==> src/rtl/core/cpr_pkg.sv <==
// Shared types, fixed-point constants and elaboration-time table functions
// for the complex phase rotator. No dependencies.
`timescale 1ns / 1ps
`default_nettype none

package cpr_pkg;

  // Field and datapath widths
  localparam int unsigned FieldW   = 32;
  localparam int unsigned Guard    = 16;
  localparam int unsigned XW       = FieldW + Guard + 3;  // CORDIC x/y, covers gain growth
  localparam int unsigned MagW     = XW - 1;              // magnitude of x/y
  localparam int unsigned ProdFrac = 104;                 // Q24.40 times Q0.64 fraction bits
  localparam int unsigned GainFrac = 32;

  // 1/(2*pi) in Q0.64 and inverse CORDIC gain in Q0.32
  localparam logic [63:0] InvTwoPi   = 64'h28BE_60DB_9391_054A;
  localparam logic [31:0] GainQ32    = 32'h9B74_EDA8;
  localparam logic [31:0] GammaReset = 32'h0100_0000;

  // Control that travels with each item
  typedef struct packed {
    logic valid;
    logic last;
  } ctl_t;

  typedef logic signed [XW-1:0] xy_t;

  // Restoring division, used only to build constants at elaboration
  function automatic logic [63:0] div_u64(input logic [63:0] num, input logic [63:0] den);
    logic [64:0] rem;
    logic [63:0] quo;
    rem = '0;
    quo = '0;
    for (int b = 63; b >= 0; b--) begin
      rem = {rem[63:0], num[b]};
      if (rem >= {1'b0, den}) begin
        rem    = rem - {1'b0, den};
        quo[b] = 1'b1;
      end
    end
    return quo;
  endfunction

  // atan(2^-idx) in turns, rounded to units of 2^-dw turn
  function automatic logic [63:0] atan_turns(input int unsigned idx, input int unsigned dw);
    logic [63:0]  acc;
    logic [63:0]  term;
    logic [63:0]  t;
    logic [127:0] prod;
    int unsigned  odd;
    acc = '0;
    t   = 64'd1 << 61;
    if (idx != 0) begin
      // Taylor series in Q0.64 radians
      for (int k = 0; k < 32; k++) begin
        odd = 2 * k + 1;
        if (idx * odd <= 63) begin
          term = div_u64(64'd1 << (64 - idx * odd), 64'(odd));
          if (k[0]) begin
            acc = acc - term;
          end else begin
            acc = acc + term;
          end
        end
      end
      prod = {64'd0, acc} * {64'd0, InvTwoPi};
      t    = prod[127:64];
    end
    return (t + (64'd1 << (63 - dw))) >> (64 - dw);
  endfunction

endpackage

`default_nettype wire

==> src/rtl/core/cpr_gain.sv <==
// CORDIC gain removal with rounding and Q2.30 saturation, two stages.
// Depends on cpr_pkg.
`timescale 1ns / 1ps
`default_nettype none

module cpr_gain (
  input  wire logic           clk_i,
  input  wire logic           rst_ni,
  input  wire logic           en_i,
  input  wire cpr_pkg::ctl_t  ctl_i,
  input  wire cpr_pkg::xy_t   x_i,
  input  wire cpr_pkg::xy_t   y_i,
  output cpr_pkg::ctl_t       ctl_o,
  output logic signed [31:0]  re_o,
  output logic signed [31:0]  im_o
);

  localparam int unsigned MW    = cpr_pkg::MagW;
  localparam int unsigned Split = MW / 2;
  localparam int unsigned HiW   = MW - Split;
  localparam int unsigned GnW   = cpr_pkg::GainFrac;
  localparam int unsigned W     = MW + GnW;
  localparam int unsigned RS    = GnW + cpr_pkg::Guard;
  localparam int unsigned RW    = W - RS;
  localparam logic [W-1:0]  RoundC = W'(1) << (RS - 1);
  localparam logic [RW-1:0] SatLim = RW'(64'h8000_0000);

  cpr_pkg::ctl_t ctl1_q, ctl2_q;

  cpr_pkg::xy_t             v      [2];
  logic [MW-1:0]            mag    [2];
  logic [Split+GnW-1:0]     lo_d   [2];
  logic [HiW+GnW-1:0]       hi_d   [2];
  logic [Split+GnW-1:0]     lo_q   [2];
  logic [HiW+GnW-1:0]       hi_q   [2];
  logic                     neg_q  [2];
  logic [W-1:0]             full   [2];
  logic [RW-1:0]            rnd    [2];
  logic [31:0]              rsat   [2];
  logic [31:0]              res_d  [2];
  logic [31:0]              res_q  [2];

  always_ff @(posedge clk_i or negedge rst_ni) begin
    if (!rst_ni) begin
      ctl1_q <= '0;
      ctl2_q <= '0;
    end else if (en_i) begin
      ctl1_q <= ctl_i;
      ctl2_q <= ctl1_q;
    end
  end

  // Magnitude times gain, cut into two partial products
  always_comb begin
    v[0] = x_i;
    v[1] = y_i;
    for (int c = 0; c < 2; c++) begin
      mag[c]  = v[c][MW] ? MW'(-v[c]) : MW'(v[c]);
      lo_d[c] = mag[c][Split-1:0] * cpr_pkg::GainQ32;
      hi_d[c] = mag[c][MW-1:Split] * cpr_pkg::GainQ32;
    end
  end

  // Round half away from zero, clamp, restore sign
  always_comb begin
    for (int c = 0; c < 2; c++) begin
      full[c] = (W'(hi_q[c]) << Split) + W'(lo_q[c]) + RoundC;
      rnd[c]  = full[c][W-1:RS];
      rsat[c] = (rnd[c] > SatLim) ? 32'h8000_0000 : rnd[c][31:0];
      if (neg_q[c]) begin
        res_d[c] = ~rsat[c] + 1'b1;
      end else if (rsat[c] == 32'h8000_0000) begin
        res_d[c] = 32'h7FFF_FFFF;
      end else begin
        res_d[c] = rsat[c];
      end
    end
  end

  always_ff @(posedge clk_i) begin
    if (en_i) begin
      for (int c = 0; c < 2; c++) begin
        lo_q[c]  <= lo_d[c];
        hi_q[c]  <= hi_d[c];
        neg_q[c] <= v[c][MW];
        res_q[c] <= res_d[c];
      end
    end
  end

  assign ctl_o = ctl2_q;
  assign re_o  = $signed(res_q[0]);
  assign im_o  = $signed(res_q[1]);

endmodule

`default_nettype wire

==> config.mk <==
export PLATFORM = sky130hd
export DESIGN_NAME = cpr_gain
export DESIGN_NICKNAME = d
export VERILOG_FILES = /design/src/rtl/core/cpr_pkg.sv /design/src/rtl/core/cpr_gain.sv
export SDC_FILE = /design/constraint.sdc
export NUM_CORES = 2
export LEC_CHECK = 0
export BUFFER_PORTS_ARGS = -buffer_cell sky130_fd_sc_hd__buf_2
export CAP_MARGIN = 20
export CORE_UTILIZATION = 25
export DETAILED_ROUTE_END_ITERATION = 10
export PLACE_DENSITY = 0.5
export SYNTH_ARGS = -nofsm -noshare
export SYNTH_HDL_FRONTEND = slang
export SYNTH_SLANG_ARGS = --single-unit
==> constraint.sdc <==
create_clock -name clk_i -period 5.9 [get_ports clk_i]
set_clock_uncertainty 0.2 [all_clocks]
set_input_delay 0 -clock clk_i [delete_from_list [all_inputs] [get_ports clk_i]]
set_output_delay 0 -clock clk_i [all_outputs]
set_load 0.01 [all_outputs]
==> results_dict.tcl <==
set metrics [dict create \
    utilization_pct 34.3 \
    clockBufferDepth 3 \
    post_synth_num_cell_types 102 \
    fp.dieW_um 517 \
    grt_use_total_pct 16.7 \
    fp-row-count 188 \
    n_fill_cell 26907 \
    syn_to_final_growth_pct 36.3 \
    slowest_stage "or4_4" \
    synthCells 6563 \
    synthAdderAreaFrac_pct 58.4 \
    synthesis.area_um2 66200 \
    yosys_warnings 0 \
    setup_viol 147 \
    synthArstFlopShare_pct 1.69 \
    clk_latency_ns 0.63 \
    ant_nets 0 \
    drv_slew 0 \
    cp-end-kind "flop" \
    grt_overflow 0 \
    status "complete, but fails checks" \
    via_count 51025 \
    finalCritPeriodShare_pct 148 \
    drt_iter0_drc 2314 \
    clock.fmax_mhz 115 \
    routedWlPerCell_um 18.5 \
    criticalPathCategory "primary input to flop" \
    dp_hpwl_um 201000 \
    vias_per_cell 4.27 \
    fin_crit_ns 8.72 \
    synthFlopType "edfxtp_1" \
    rsz0062_at_grt "true" \
    core_area_um2 263000 \
    nNetsFinal 10843 \
    cts_tree "yes" \
    yosysSeqAreaShare_pct 10.7 \
    drt-total-wl_um 220000 \
    die_y_um 517 \
    max-slew-margin-rel_pct 29.1 \
    synth_edf_count 232 \
    hold_violations 0 \
    hold_path_class "primary input to flop" \
    synth_xor_area_share_pct 4.58 \
    holdWs_ns 0.0571 \
    drt-pass1-iter-count 7 \
    crit_fanout 5 \
    io_buffers 172 \
    h-tree-depth 1 \
    cts_made_buffers 30 \
    maxCapViolations 0 \
    root_buffer "clkbuf_16" \
    grt_max_degree 123 \
    required_ns 6.06 \
    initial_core_util_pct 25.2 \
    antenna_found_initial 18 \
    grt_pass1_vias 56937 \
    syn_nets 9011 \
    synth_top_family_by_area "adder cells" \
    synth.area.mux_share_pct 0.276 \
    cpPeakStageDelay_ns 0.57 \
    grt_pass1_wl_um 339000 \
    yosys.area_share.simple_pct 6.59 \
    pin_count 173 \
    synth.avg_cell_area_um2 10.1 \
    worstMarginPinSlew_ns 1.06 \
    clock-sinks 236 \
    dieArea_um2 267000 \
    violations "setup timing" \
    cp_common_cell "fa_1" \
    cts.clk_slew.worst_paths_ns 0.06 \
    synth_compound_area_share_pct 8.58 \
    timing.final.ws_setup_ns -2.82 \
    cp.arrival_ns 8.88 \
    start_kind "primary input" \
    drc 0 \
    place.gp.congestion 0.917 \
    drive_above_1_share_pct 32.1 \
    synth_seq_cells 236 \
]
==> path summary, 6_finish.rpt <==
kind	slack (ns)	startpoint	cells after the start	endpoint
setup / recovery	-2.82	x_i[8]	34	hi_q[0][49]$_DFFE_PP_
hold / removal	0.06	y_i[25]	4	hi_q[0][54]$_DFFE_PP_
setup reg to reg	0.02	hi_q[0][69]$_DFFE_PP_	22	res_q[0][36]$_DFFE_PP_
hold reg to reg	0.30	ctl_o[1]$_DFFE_PN0P_	1	ctl_o[1]$_DFFE_PN0P_
max in group asynchronous	4.73	rst_ni	4	ctl_o[0]$_DFFE_PN0P_
min in group asynchronous	0.60	rst_ni	4	ctl1_q[1]$_DFFE_PN0P_
==> state kept, by name (all words and copies together) (netlist names) <==
| signal | flops |
|---|---|
| lo_q | 58 |
| res_q | 64 |
| ctl_o | 2 |
| hi_q | 108 |
| ctl1_q | 2 |
| neg_q | 2 |
==> per-layer routing <==
layer  routed length (um)  GRT usage [%]  up-vias  share of wire [%]
met3                 6210           1.02      152                2.8
met2               108000           29.5      663                 49
met5                   64              0        -              0.029
met4                 4090           2.85       10                1.9
li1                     -              -    24481                  -
met1               102000           22.4    25719                 46
==> placed cells by master, fill, tap and decap left out, drive strengths merged, types with 14 or more instances in the layout <==
| master | Yosys | final |
|---|---|---|
| inv | 1856 | 1854 |
| buf | 13 | 1846 |
| fa | 1250 | 1250 |
| ha | 1091 | 1091 |
| edfxtp | 232 | 232 |
| xnor2 | 227 | 227 |
| a21oi | 224 | 224 |
| nor2 | 202 | 202 |
| nand2 | 198 | 198 |
| o21ai | 148 | 148 |
| xor2 | 116 | 116 |
| a21o | 105 | 105 |
| nor3 | 76 | 76 |
| nand3 | 72 | 72 |
| o21a | 57 | 57 |
| clkbuf | 49 | 44 |
| nand4 | 42 | 42 |
| and3 | 42 | 42 |
| or2 | 41 | 41 |
| or3 | 37 | 37 |
| nand2b | 36 | 36 |
| o31ai | 34 | 34 |
| nor2b | 32 | 32 |
| a31oi | 32 | 32 |
| o211ai | 28 | 28 |
| o21bai | 24 | 24 |
| and2 | 21 | 21 |
| o41ai | 20 | 20 |
| or4 | 19 | 19 |
| a211oi | 19 | 19 |
| o22ai | 18 | 18 |
| nor4 | 16 | 16 |
| dlygate4sd3 | 0 | 15 |
| o2111ai | 14 | 14 |
| a21boi | 14 | 14 |
==> critical path, delay by kind of cell <==
family	cells	cell delay, ns
AO/OA/AOI/OAI	11	2.25
adder cells (fa/ha/maj)	8	3.09
XOR/XNOR	3	0.66
AND/OR/NAND/NOR	6	2.25
buffers and inverters	6	0.57
==> what timing repair did <==
| item | 4_1_cts | 5_1_grt |
|---|---|---|
| setup buffers | 148 | 69 |
| gates cloned | 0 | 0 |
| hold buffers | 15 | 0 |
| setup endpoints to repair | 148 | 202 |
| pin swaps | 311 | 234 |
| gates resized for setup | 460 | 252 |
| hold endpoints to repair | 181 | 0 |
==> per-stage QoR <==
stage | instance area, um^2 | worst slack, ns | TNS (ns) | cells
6_report | 90300 | -2.82 | -268.38 | 11939
3_3_place_gp | 84500 | -3.73 | -392.18 | 11701
2_1_floorplan | 68000 | -3.03 | -254.43 | 6563
5_1_grt | 90300 | -3.11 | -309.14 | 11937
3_5_place_dp | 84500 | -3.85 | -400.35 | 11701
4_1_cts | 88900 | -2.84 | -261.27 | 11901
==> layout make-up <==
type	instances	area [um^2]	share of cell area, %
flip-flops and latches	236	7070	7.83
inverters	1857	7010	7.77
repair buffers	1862	14200	15.8
diodes	5	12.5	0.0139
clock buffers	44	863	0.956
clock inverters	12	120	0.133
well taps	3515	4400	4.87
multi-input cells	4408	56600	62.7
==> cell families (layout without fill, tap and decap cells) <==
logic type / after synthesis / after routing
fa+ha+maj: 2341 / 2341
buf+inv: 1919 / 3775
simple gates: 859 / 859
compound gates: 848 / 848
xor+xnor: 343 / 343
flops: 236 / 236
mux: 17 / 17
other cells: 0 / 5
==> cell usage after synthesis (36+ instances only) <==
cell,instances,area [um^2]
or2_2,36,225
inv_1,1854,6960
ha_1,1091,13700
nand2_1,198,743
clkbuf_1,49,184
nand2b_1,36,225
o21ai_0,140,701
nor3_1,75,375
nor2_1,199,747
fa_1,1250,25000
xor2_1,114,998
and3_1,42,263
a21o_1,105,788
nand4_1,42,263
edfxtp_1,232,6970
a21oi_1,223,1120
nand3_1,72,360
o21a_1,57,428
xnor2_1,225,1970
Power is left out: the tool's default activity adds up to more than one toggle a clock period on the data nets, which glitch-free logic cannot reach.
